$ cat src/hw/rtl/php_pkg.sv
package php_pkg;

    // Frame counter limit and the ICMP header size reported on a parsed beat.
    localparam logic [15:0] MAX_CAPTURE       = 16'd65535;
    localparam logic [6:0]  ICMP_HEADER_BYTES = 7'd4;

    // Default depth of the frame queue between front and back.
    localparam int QUEUE_DEPTH_DEFAULT = 2;

    // Start layer codes.
    localparam logic [1:0] LAYER_ETH = 2'd2;
    localparam logic [1:0] LAYER_IP  = 2'd3;

    // Configuration register indexes.
    localparam logic [1:0] CFG_START_LAYER = 2'd0;
    localparam logic [1:0] CFG_LINK_TYPE   = 2'd1;
    localparam logic [1:0] CFG_ALLOW_SHORT = 2'd2;

    // Reset values of the configuration registers.
    localparam logic [1:0] START_LAYER_RESET = LAYER_ETH;
    localparam logic [7:0] LINK_TYPE_RESET   = 8'd1;
    localparam logic [7:0] LINK_ETHERNET     = 8'd1;

    // Protocol constants.
    localparam logic [15:0] ETYPE_IPV4     = 16'h0800;
    localparam logic [15:0] ETYPE_ARP      = 16'h0806;
    localparam logic [15:0] FRAG_DF_ONLY   = 16'd16384;
    localparam logic [3:0]  IP_VERSION_4   = 4'd4;
    localparam logic [7:0]  PROTO_ICMP     = 8'd1;
    localparam logic [7:0]  PROTO_TCP      = 8'd6;
    localparam logic [7:0]  PROTO_UDP      = 8'd17;

    // Header sizes in bytes.
    localparam logic [6:0] ETH_BYTES       = 7'd14;
    localparam logic [6:0] ARP_BYTES       = 7'd28;
    localparam logic [6:0] IP_MIN_BYTES    = 7'd20;
    localparam logic [6:0] TCP_BYTES       = 7'd20;
    localparam logic [6:0] TCP_SHORT_BYTES = 7'd8;
    localparam logic [6:0] UDP_BYTES       = 7'd8;
    localparam logic [6:0] ICMP_NEED_BYTES = 7'd8;

    // Verdict codes.
    typedef enum logic [2:0] {
        ST_PARSED     = 3'd0,
        ST_NOT_PARSED = 3'd1,
        ST_SHORT_ETH  = 3'd2,
        ST_WRONG_LINK = 3'd3,
        ST_BAD_LAYER  = 3'd4
    } status_t;

    // Packet kinds.
    typedef enum logic [2:0] {
        KIND_NONE = 3'd0,
        KIND_ARP  = 3'd1,
        KIND_TCP  = 3'd2,
        KIND_UDP  = 3'd3,
        KIND_ICMP = 3'd4
    } kind_t;

    // Everything the back end needs to judge one finished frame.
    typedef struct packed {
        logic [1:0]  start_layer;
        logic        link_ok;
        logic        allow_short;
        logic [15:0] len;
        logic [15:0] etype;
        logic [7:0]  ver_ihl;
        logic [15:0] total_len;
        logic [15:0] frag;
        logic [7:0]  proto;
    } frame_t;

    // Handshake between the front end and the queue.
    typedef struct packed {
        logic push;
        logic full;
    } qwr_t;

endpackage

$ cat src/hw/rtl/php_if.sv
// Byte input channel.
interface php_in_if;
    logic       valid;
    logic       ready;
    logic [7:0] data_byte;
    logic       last_byte;

    modport source (output valid, output data_byte, output last_byte, input ready);
    modport sink   (input valid, input data_byte, input last_byte, output ready);
endinterface

// Verdict output channel.
interface php_out_if;
    logic        valid;
    logic        ready;
    logic [2:0]  status;
    logic [6:0]  header_bytes;
    logic [2:0]  packet_kind;
    logic        ip_options_present;
    logic [15:0] capture_length;

    modport source (output valid, output status, output header_bytes, output packet_kind,
                    output ip_options_present, output capture_length, input ready);
    modport sink   (input valid, input status, input header_bytes, input packet_kind,
                    input ip_options_present, input capture_length, output ready);
endinterface

// Configuration write channel.
interface php_cfg_if;
    logic       valid;
    logic       ready;
    logic [1:0] index;
    logic [7:0] data;

    modport source (output valid, output index, output data, input ready);
    modport sink   (input valid, input index, input data, output ready);
endinterface

$ cat src/hw/rtl/packet_header_parser.sv
// Channel  Modport  Beat                                         Accepted when
// in_ch    sink     data_byte, last_byte                         valid && ready
// out_ch   source   status, header_bytes, packet_kind,
//                   ip_options_present, capture_length           valid && ready
// cfg      sink     index, data                                  valid && ready
//
// One byte is accepted every cycle while the frame queue has room; the front end captures fields as bytes pass.
// After the last byte of a frame is taken, the frame waits in the frame queue; its verdict
// is then loaded into the back end's output register and is valid on out_ch from there.
// Reset loads the register defaults, clears the frame state and empties the queue.
// in_ch stalls only while the frame queue, which holds QUEUE_DEPTH frames, is full.
module packet_header_parser #(
    parameter int QUEUE_DEPTH = php_pkg::QUEUE_DEPTH_DEFAULT
) (
    input  logic      clk,
    input  logic      rst_n,
    php_in_if.sink    in_ch,
    php_out_if.source out_ch,
    php_cfg_if.sink   cfg
);
    import php_pkg::*;

    qwr_t   q_wr;
    frame_t q_push_data;
    frame_t q_head;
    logic   q_full;
    logic   q_empty;
    logic   q_pop;

    // Byte capture and configuration registers.
    php_front u_front (
        .clk    (clk),
        .rst_n  (rst_n),
        .in_ch  (in_ch),
        .cfg    (cfg),
        .q_full (q_full),
        .q_wr   (q_wr),
        .q_data (q_push_data)
    );

    // Finished frames waiting for a verdict.
    php_queue #(
        .DEPTH (QUEUE_DEPTH)
    ) u_queue (
        .clk       (clk),
        .rst_n     (rst_n),
        .q_wr      (q_wr),
        .push_data (q_push_data),
        .full      (q_full),
        .pop       (q_pop),
        .empty     (q_empty),
        .head      (q_head)
    );

    // Verdict and output register.
    php_back u_back (
        .clk     (clk),
        .rst_n   (rst_n),
        .q_empty (q_empty),
        .q_head  (q_head),
        .q_pop   (q_pop),
        .out_ch  (out_ch)
    );

endmodule

$ cat src/hw/rtl/php_front.sv
module php_front (
    input  logic            clk,
    input  logic            rst_n,
    php_in_if.sink          in_ch,
    php_cfg_if.sink         cfg,
    input  logic            q_full,
    output php_pkg::qwr_t   q_wr,
    output php_pkg::frame_t q_data
);
    import php_pkg::*;

    logic [1:0]  start_layer_reg;
    logic [7:0]  link_type_reg;
    logic        allow_short_reg;

    logic [15:0] count_reg, count_next;
    logic [15:0] etype_reg, etype_next;
    logic [7:0]  ver_ihl_reg, ver_ihl_next;
    logic [15:0] total_reg, total_next;
    logic [15:0] frag_reg, frag_next;
    logic [7:0]  proto_reg, proto_next;

    logic        accept;
    logic        is_eth;
    logic        is_ip;
    logic [15:0] base;
    logic [15:0] rel;
    logic        in_ip_hdr;
    logic [15:0] count_sat;

    // Configuration writes are always taken.
    assign cfg.ready = 1'b1;

    always_ff @(posedge clk or negedge rst_n)
    begin
        if (!rst_n)
        begin
            start_layer_reg <= START_LAYER_RESET;
            link_type_reg   <= LINK_TYPE_RESET;
            allow_short_reg <= 1'b0;
        end
        else if (cfg.valid)
        begin
            case (cfg.index)
                CFG_START_LAYER: start_layer_reg <= cfg.data[1:0];
                CFG_LINK_TYPE:   link_type_reg   <= cfg.data;
                CFG_ALLOW_SHORT: allow_short_reg <= cfg.data[0];
                default:         ;
            endcase
        end
    end

    // A byte is taken whenever the queue has room for a finished frame.
    assign in_ch.ready = !q_full;
    assign accept      = in_ch.valid && !q_full;

    // Field capture at fixed offsets, merged with the byte on the channel.
    always_comb
    begin
        is_eth     = (start_layer_reg == LAYER_ETH);
        is_ip      = (start_layer_reg == LAYER_IP);
        base       = is_eth ? {9'd0, ETH_BYTES} : 16'd0;
        in_ip_hdr  = (is_eth || is_ip) && (count_reg >= base);
        rel        = count_reg - base;
        count_sat  = (count_reg < MAX_CAPTURE) ? count_reg + 16'd1 : count_reg;

        etype_next   = etype_reg;
        ver_ihl_next = ver_ihl_reg;
        total_next   = total_reg;
        frag_next    = frag_reg;
        proto_next   = proto_reg;

        if (is_eth && count_reg == 16'd12)
        begin
            etype_next[15:8] = in_ch.data_byte;
        end
        if (is_eth && count_reg == 16'd13)
        begin
            etype_next[7:0] = in_ch.data_byte;
        end
        if (in_ip_hdr)
        begin
            case (rel)
                16'd0:   ver_ihl_next     = in_ch.data_byte;
                16'd2:   total_next[15:8] = in_ch.data_byte;
                16'd3:   total_next[7:0]  = in_ch.data_byte;
                16'd6:   frag_next[15:8]  = in_ch.data_byte;
                16'd7:   frag_next[7:0]   = in_ch.data_byte;
                16'd9:   proto_next       = in_ch.data_byte;
                default: ;
            endcase
        end
        count_next = count_sat;
    end

    // The finished frame record goes to the queue on the last beat.
    always_comb
    begin
        q_wr.push          = accept && in_ch.last_byte;
        q_wr.full          = q_full;
        q_data.start_layer = start_layer_reg;
        q_data.link_ok     = (link_type_reg == LINK_ETHERNET);
        q_data.allow_short = allow_short_reg;
        q_data.len         = count_next;
        q_data.etype       = etype_next;
        q_data.ver_ihl     = ver_ihl_next;
        q_data.total_len   = total_next;
        q_data.frag        = frag_next;
        q_data.proto       = proto_next;
    end

    // Per-frame state, cleared after the last beat.
    always_ff @(posedge clk or negedge rst_n)
    begin
        if (!rst_n)
        begin
            count_reg   <= 16'd0;
            etype_reg   <= 16'd0;
            ver_ihl_reg <= 8'd0;
            total_reg   <= 16'd0;
            frag_reg    <= 16'd0;
            proto_reg   <= 8'd0;
        end
        else if (accept)
        begin
            if (in_ch.last_byte)
            begin
                count_reg   <= 16'd0;
                etype_reg   <= 16'd0;
                ver_ihl_reg <= 8'd0;
                total_reg   <= 16'd0;
                frag_reg    <= 16'd0;
                proto_reg   <= 8'd0;
            end
            else
            begin
                count_reg   <= count_next;
                etype_reg   <= etype_next;
                ver_ihl_reg <= ver_ihl_next;
                total_reg   <= total_next;
                frag_reg    <= frag_next;
                proto_reg   <= proto_next;
            end
        end
    end

endmodule

$ cat src/hw/rtl/php_queue.sv
module php_queue #(
    parameter int DEPTH = php_pkg::QUEUE_DEPTH_DEFAULT
) (
    input  logic            clk,
    input  logic            rst_n,
    input  php_pkg::qwr_t   q_wr,
    input  php_pkg::frame_t push_data,
    output logic            full,
    input  logic            pop,
    output logic            empty,
    output php_pkg::frame_t head
);
    import php_pkg::*;

    localparam int PW = (DEPTH > 1) ? $clog2(DEPTH) : 1;
    localparam int CW = $clog2(DEPTH + 1);
    localparam logic [PW-1:0] LAST_PTR = PW'(DEPTH - 1);
    localparam logic [CW-1:0] FULL_CNT = CW'(DEPTH);

    frame_t        entry_reg [DEPTH];
    logic [PW-1:0] wr_ptr_reg, wr_ptr_next;
    logic [PW-1:0] rd_ptr_reg, rd_ptr_next;
    logic [CW-1:0] cnt_reg, cnt_next;
    logic          do_push;
    logic          do_pop;

    assign full    = (cnt_reg == FULL_CNT);
    assign empty   = (cnt_reg == '0);
    assign head    = entry_reg[rd_ptr_reg];
    assign do_push = q_wr.push;
    assign do_pop  = pop && !empty;

    // Pointer and fill count update.
    always_comb
    begin
        wr_ptr_next = wr_ptr_reg;
        rd_ptr_next = rd_ptr_reg;
        cnt_next    = cnt_reg;
        if (do_push)
        begin
            wr_ptr_next = (wr_ptr_reg == LAST_PTR) ? '0 : wr_ptr_reg + PW'(1);
        end
        if (do_pop)
        begin
            rd_ptr_next = (rd_ptr_reg == LAST_PTR) ? '0 : rd_ptr_reg + PW'(1);
        end
        if (do_push && !do_pop)
        begin
            cnt_next = cnt_reg + CW'(1);
        end
        else if (!do_push && do_pop)
        begin
            cnt_next = cnt_reg - CW'(1);
        end
    end

    always_ff @(posedge clk or negedge rst_n)
    begin
        if (!rst_n)
        begin
            wr_ptr_reg <= '0;
            rd_ptr_reg <= '0;
            cnt_reg    <= '0;
        end
        else
        begin
            wr_ptr_reg <= wr_ptr_next;
            rd_ptr_reg <= rd_ptr_next;
            cnt_reg    <= cnt_next;
        end
    end

    // Entry storage.
    always_ff @(posedge clk)
    begin
        if (do_push)
        begin
            entry_reg[wr_ptr_reg] <= push_data;
        end
    end

`ifndef SYNTHESIS
    a_no_push_full: assert property (@(posedge clk) disable iff (!rst_n)
        q_wr.full |-> !q_wr.push)
        else $error("frame pushed into a full queue");
    a_cnt_range: assert property (@(posedge clk) disable iff (!rst_n)
        cnt_reg <= FULL_CNT)
        else $error("queue fill count out of range");
    a_push_lands: assert property (@(posedge clk) disable iff (!rst_n)
        (do_push && !do_pop) |=> (cnt_reg == $past(cnt_reg) + CW'(1)))
        else $error("queue lost a pushed frame");
`endif

endmodule

$ cat src/hw/rtl/php_back.sv
module php_back (
    input  logic            clk,
    input  logic            rst_n,
    input  logic            q_empty,
    input  php_pkg::frame_t q_head,
    output logic            q_pop,
    php_out_if.source       out_ch
);
    import php_pkg::*;

    logic        out_valid_reg;
    status_t     status_reg, status_next;
    logic [6:0]  hdr_reg, hdr_next;
    kind_t       kind_reg, kind_next;
    logic        opts_reg, opts_next;
    logic [15:0] len_reg;

    logic        is_eth;
    logic [6:0]  l2;
    logic [6:0]  ihl_bytes;
    logic [6:0]  need;
    logic [6:0]  l4;
    kind_t       l4_kind;
    logic        proto_ok;
    logic        frag_bad;
    logic [16:0] len17;
    logic [16:0] lim_ip_min;
    logic [16:0] lim_total;
    logic [16:0] lim_ihl;
    logic [16:0] lim_l4;

    // Transport protocol decode.
    always_comb
    begin
        need     = UDP_BYTES;
        l4       = UDP_BYTES;
        l4_kind  = KIND_NONE;
        proto_ok = 1'b1;
        unique case (q_head.proto)
            PROTO_TCP:
            begin
                need    = q_head.allow_short ? TCP_SHORT_BYTES : TCP_BYTES;
                l4      = need;
                l4_kind = KIND_TCP;
            end
            PROTO_UDP:
            begin
                l4_kind = KIND_UDP;
            end
            PROTO_ICMP:
            begin
                need    = ICMP_NEED_BYTES;
                l4      = ICMP_HEADER_BYTES;
                l4_kind = KIND_ICMP;
            end
            default:
            begin
                proto_ok = 1'b0;
            end
        endcase
    end

    // Length limits against which the capture length is checked, and the fragment check.
    always_comb
    begin
        is_eth     = (q_head.start_layer == LAYER_ETH);
        l2         = is_eth ? ETH_BYTES : 7'd0;
        ihl_bytes  = {1'b0, q_head.ver_ihl[3:0], 2'b00};
        len17      = {1'b0, q_head.len};
        lim_ip_min = {10'd0, l2} + {10'd0, IP_MIN_BYTES};
        lim_total  = {10'd0, l2} + {1'b0, q_head.total_len};
        lim_ihl    = {10'd0, l2} + {10'd0, ihl_bytes};
        lim_l4     = lim_ihl + {10'd0, need};
        frag_bad   = (q_head.frag != 16'd0) && (q_head.frag != FRAG_DF_ONLY);
    end

    // Verdict, checked in order of precedence.
    always_comb
    begin
        status_next = ST_NOT_PARSED;
        hdr_next    = 7'd0;
        kind_next   = KIND_NONE;
        opts_next   = 1'b0;
        if (!is_eth && q_head.start_layer != LAYER_IP)
        begin
            status_next = ST_BAD_LAYER;
        end
        else if (is_eth && !q_head.link_ok)
        begin
            status_next = ST_WRONG_LINK;
        end
        else if (is_eth && len17 < {10'd0, ETH_BYTES})
        begin
            status_next = ST_SHORT_ETH;
        end
        else if (is_eth && q_head.etype == ETYPE_ARP)
        begin
            if (len17 >= {10'd0, ETH_BYTES} + {10'd0, ARP_BYTES})
            begin
                status_next = ST_PARSED;
                hdr_next    = ETH_BYTES + ARP_BYTES;
                kind_next   = KIND_ARP;
            end
        end
        else if (is_eth && q_head.etype != ETYPE_IPV4)
        begin
            status_next = ST_NOT_PARSED;
        end
        else if (len17 < lim_ip_min || frag_bad)
        begin
            status_next = ST_NOT_PARSED;
        end
        else if (q_head.ver_ihl[7:4] != IP_VERSION_4 || ihl_bytes < IP_MIN_BYTES)
        begin
            status_next = ST_NOT_PARSED;
        end
        else if ((len17 < lim_total && !q_head.allow_short) || len17 < lim_ihl)
        begin
            status_next = ST_NOT_PARSED;
        end
        else if (!proto_ok || len17 < lim_l4)
        begin
            status_next = ST_NOT_PARSED;
        end
        else
        begin
            status_next = ST_PARSED;
            hdr_next    = l2 + ihl_bytes + l4;
            kind_next   = l4_kind;
            opts_next   = (ihl_bytes > IP_MIN_BYTES);
        end
    end

    // The output register refills from the queue whenever a frame waits and the register is empty or being drained.
    assign q_pop = !q_empty && (!out_valid_reg || out_ch.ready);

    always_ff @(posedge clk or negedge rst_n)
    begin
        if (!rst_n)
        begin
            out_valid_reg <= 1'b0;
        end
        else if (q_pop)
        begin
            out_valid_reg <= 1'b1;
        end
        else if (out_ch.ready)
        begin
            out_valid_reg <= 1'b0;
        end
    end

    always_ff @(posedge clk)
    begin
        if (q_pop)
        begin
            status_reg <= status_next;
            hdr_reg    <= hdr_next;
            kind_reg   <= kind_next;
            opts_reg   <= opts_next;
            len_reg    <= q_head.len;
        end
    end

    assign out_ch.valid              = out_valid_reg;
    assign out_ch.status             = status_reg;
    assign out_ch.header_bytes       = hdr_reg;
    assign out_ch.packet_kind        = kind_reg;
    assign out_ch.ip_options_present = opts_reg;
    assign out_ch.capture_length     = len_reg;

`ifndef SYNTHESIS
    a_parsed_has_kind: assert property (@(posedge clk) disable iff (!rst_n)
        (out_valid_reg && status_reg == ST_PARSED) |-> (kind_reg != KIND_NONE))
        else $error("parsed verdict without a packet kind");
    a_unparsed_clean: assert property (@(posedge clk) disable iff (!rst_n)
        (out_valid_reg && status_reg != ST_PARSED) |->
        (hdr_reg == 7'd0 && kind_reg == KIND_NONE && !opts_reg))
        else $error("unparsed verdict carries header details");
    a_pop_loads: assert property (@(posedge clk) disable iff (!rst_n)
        q_pop |=> out_valid_reg)
        else $error("popped frame did not reach the output register");
`endif

endmodule
$ cat src/flat_wrapper.sv
// flat-port wrapper written by rule: the top's interface ports become plain ports
module packet_header_parser_flat import php_pkg::*;
#(
    parameter int QUEUE_DEPTH = php_pkg::QUEUE_DEPTH_DEFAULT
)
  (clk, rst_n, in_ch_valid, in_ch_data_byte, in_ch_last_byte, in_ch_ready, out_ch_valid, out_ch_status, out_ch_header_bytes, out_ch_packet_kind, out_ch_ip_options_present, out_ch_capture_length, out_ch_ready, cfg_valid, cfg_index, cfg_data, cfg_ready);
  php_in_if in_ch_i ();
  php_out_if out_ch_i ();
  php_cfg_if cfg_i ();
  input  logic clk;
  input  logic rst_n;
  input wire logic [$bits(in_ch_i.valid)-1:0] in_ch_valid;
  input wire logic [$bits(in_ch_i.data_byte)-1:0] in_ch_data_byte;
  input wire logic [$bits(in_ch_i.last_byte)-1:0] in_ch_last_byte;
  output wire logic [$bits(in_ch_i.ready)-1:0] in_ch_ready;
  output wire logic [$bits(out_ch_i.valid)-1:0] out_ch_valid;
  output wire logic [$bits(out_ch_i.status)-1:0] out_ch_status;
  output wire logic [$bits(out_ch_i.header_bytes)-1:0] out_ch_header_bytes;
  output wire logic [$bits(out_ch_i.packet_kind)-1:0] out_ch_packet_kind;
  output wire logic [$bits(out_ch_i.ip_options_present)-1:0] out_ch_ip_options_present;
  output wire logic [$bits(out_ch_i.capture_length)-1:0] out_ch_capture_length;
  input wire logic [$bits(out_ch_i.ready)-1:0] out_ch_ready;
  input wire logic [$bits(cfg_i.valid)-1:0] cfg_valid;
  input wire logic [$bits(cfg_i.index)-1:0] cfg_index;
  input wire logic [$bits(cfg_i.data)-1:0] cfg_data;
  output wire logic [$bits(cfg_i.ready)-1:0] cfg_ready;
  assign in_ch_i.valid = in_ch_valid;
  assign in_ch_i.data_byte = in_ch_data_byte;
  assign in_ch_i.last_byte = in_ch_last_byte;
  assign in_ch_ready = in_ch_i.ready;
  assign out_ch_valid = out_ch_i.valid;
  assign out_ch_status = out_ch_i.status;
  assign out_ch_header_bytes = out_ch_i.header_bytes;
  assign out_ch_packet_kind = out_ch_i.packet_kind;
  assign out_ch_ip_options_present = out_ch_i.ip_options_present;
  assign out_ch_capture_length = out_ch_i.capture_length;
  assign out_ch_i.ready = out_ch_ready;
  assign cfg_i.valid = cfg_valid;
  assign cfg_i.index = cfg_index;
  assign cfg_i.data = cfg_data;
  assign cfg_ready = cfg_i.ready;
  packet_header_parser #(.QUEUE_DEPTH(QUEUE_DEPTH)) u_core (.clk(clk), .rst_n(rst_n), .in_ch(in_ch_i), .out_ch(out_ch_i), .cfg(cfg_i));
endmodule
$ cat config.mk
export PLATFORM = sky130hd
export DESIGN_NAME = packet_header_parser_flat
export DESIGN_NICKNAME = d
export VERILOG_FILES = /design/src/hw/rtl/php_pkg.sv /design/src/hw/rtl/php_if.sv /design/src/hw/rtl/packet_header_parser.sv /design/src/hw/rtl/php_front.sv /design/src/hw/rtl/php_queue.sv /design/src/hw/rtl/php_back.sv /design/src/flat_wrapper.sv
export SDC_FILE = /design/constraint.sdc
export NUM_CORES = 1
export LEC_CHECK = 0
export BUFFER_PORTS_ARGS = -buffer_cell sky130_fd_sc_hd__buf_2
export CAP_MARGIN = 30
export CORE_MARGIN = 4
export CORE_UTILIZATION = 30
export CTS_CLUSTER_SIZE = 12
export DETAILED_ROUTE_END_ITERATION = 16
export PLACE_DENSITY = 0.42
export SLEW_MARGIN = 20
export SYNTH_ARGS = -nofsm -noshare
export SYNTH_HDL_FRONTEND = slang
export SYNTH_HIERARCHICAL = 1
export SYNTH_SLANG_ARGS = --single-unit
$ cat constraint.sdc
create_clock -name clk -period 12.1 [get_ports clk]
set_input_delay 1.21 -clock clk [delete_from_list [all_inputs] [get_ports clk]]
set_output_delay 1.21 -clock clk [all_outputs]
set_load 0.05 [all_outputs]
==> run metrics <==
post-layout util 0.347; layout cells sized above 1 0.219; Die Area 0.0506 mm^2; Initial Utilization 0.303; CORE AREA 0.0466 mm^2; Die X 225 um; antenna violations before repair 1; FP Rows 79; final std cell area, no fill 0.0161 mm^2; Post-CTS Repair Setup Buffers 0; first-pass GRT wire length 56.5 mm; Clock Path Buffers 3; Overall Global Routing Usage 0.146; Buffers on Ports 54; RR Startpoint u_core/u_queue/rd_ptr_reg; Mean Syn Cell Area 13.4 um^2; critical path fanouts, max 56; via count 8,636; clock root cell clkbuf_16; CTS Buf Count 36; Starting DRT DRC Count 538; syn nets 1,124; final setup fails 0; vias in the first global route 8,795; grt ovf 0; CTS tree yes; Worst-path clk slew 0.06 ns; post-cts sizing count 0; PD cells 209 mW/mm^2; TritonRoute pass-1 iters 5; Peak Freq 0.183 GHz; height of the die 225 um; nets@finish 1,180; final hold violation count 0; Hold Path Sink u_core/u_front/ver_ihl_reg[0]; HP Class register to register; hold depth 1; antenna fix cells 0; status completed; clock skew 0.0260 ns; RSZ-0062 raised after global routing no; max_cap viols 0; max reg flops 166; Mapped Cells 1,053; Placed Area 0.0150 mm^2; largest net degree at the start of global routing 57; Critical Path RT 12.45 ns; Crit Path Class register to register; Reg2Reg Capture Point u_core/u_back/out_ch.packet_kind[0]; reg2reg path depth 20; DR DRC count 0; fill count 4,537; CP Capture Type register; Routed WL 36.9 mm; Worst VDD drop 0.122 mV; Worst slew margin 0.353; ANT nets after route 0; num ports 57; CP Launch Type register; Final HPWL DP 24.8 mm; netlist area before placement 0.0141 mm^2; Pins Over Slew Limit 0; setup TNS 0 ns; worst-skew pair later-pin latency 0.54 ns; post-layout min period 5.47 ns; RD Place Congestion 0.756; min-delay src u_core/u_front/ver_ihl_reg[0]; post-DR vias/cell 4.96; flop2flop setup slack 6.63 ns; Layout area overhead 14.2%; cts hold-fix bufs 0; critical path startpoint u_core/u_queue/rd_ptr_reg; TritonCTS Sinks 290; YS warnings 6; Tcrit/Tclk final 0.452; Worst Path Arrival 5.82 ns; Leakage Power 6.23 nW; worst slew pin tran 0.971 ns; DR WL/cell 21.2 um; H-tree Lvls 2
stage by stage:
| step | total power (W) | cells | setup slack [ns] | hold WS, ns |
|---|---|---|---|---|
| after CTS | 0.00344 | 1739 | 6.58 | 0.485 |
| after global routing | 0.00360 | 1740 | 6.27 | 0.499 |
| after global placement | 0.00241 | 1675 | 6.75 | 0.468 |
| after detailed placement | 0.00241 | 1677 | 6.62 | 0.471 |
| after floorplan | 0.00212 | 1053 | 5.64 | 0.452 |
| final | 0.00338 | 1740 | 6.63 | 0.481 |
cells in the final DEF (no fill, tap or decap), types with 7 or more instances in the layout:
master     instances
edfxtp_1         195
inv_1             32
mux2_2            93
a21oi_1           28
buf_4              8
xnor2_1           28
nor4_1            10
nand4_1           16
a22o_1            40
nand3_1           20
nor3_1             9
o2bb2ai_1         25
buf_2             53
dfrtp_1           92
o21ai_0           27
o31ai_1           13
xor2_1            15
clkbuf_1           7
nand2_1           73
mux2_1            49
clkbuf_16         36
ha_1              44
and2_1            13
and3_1            10
nor2_1            49
worst max-delay path by stage:
stage | to | depth (start not counted)
floorplan | u_core/u_queue/entry_reg[0][0] | 5
global placement | u_core/u_back/out_ch.packet_kind[0] | 20
detailed placement | u_core/u_back/out_ch.packet_kind[0] | 20
CTS | u_core/u_back/out_ch.packet_kind[0] | 20
global route | u_core/u_back/out_ch.packet_kind[0] | 20
finish | u_core/u_back/out_ch.packet_kind[0] | 20
worst max-delay path: stages (launching register included):
cell and delay, ns:
dfrtp_4 0.71, buf_4 0.73, mux2_1 0.39, or4_4 0.58, nor2_1 0.14, nand2_1 0.13, inv_1 0.13, ha_1 0.18
inv_1 0.06, fa_1 0.40, inv_1 0.07, a21oi_1 0.06, nor2_1 0.12, xor2_1 0.09, ha_1 0.27, o211ai_1 0.08
a21oi_1 0.20, o21ai_0 0.17, nor3_2 0.26, nand4b_4 0.22, o31ai_2 0.26
final cells by class:
cell class                      instances  area, um^2  area share
Clock buffer                           46         968      0.0600
Clock inverter                         16         121     0.00752
Inverter                               33         124     0.00768
Multi-Input combinational cell        685        5550       0.344
Sequential cell                       290        8240       0.511
Tap cell                              607         759      0.0471
Timing Repair Buffer                   63         373      0.0231
power breakdown:
part	switching, W	total [W]	leakage (nW)	internal [W]
Sequential	0.0000688	0.00129	3.14	0.00122
Clock	0.000420	0.00101	0.539	0.000587
Combinational	0.000714	0.00109	2.55	0.000371
routing by layer:
layer / global-route usage / vias up / share of wire
li1: - / 4107 / -
met1: 0.209 / 4325 / 0.48
met5: 0 / - / 0.00019
met2: 0.231 / 153 / 0.46
met3: 0.0244 / 49 / 0.040
met4: 0.0407 / 2 / 0.019
No activity file was read; power rests on OpenSTA's default activity.
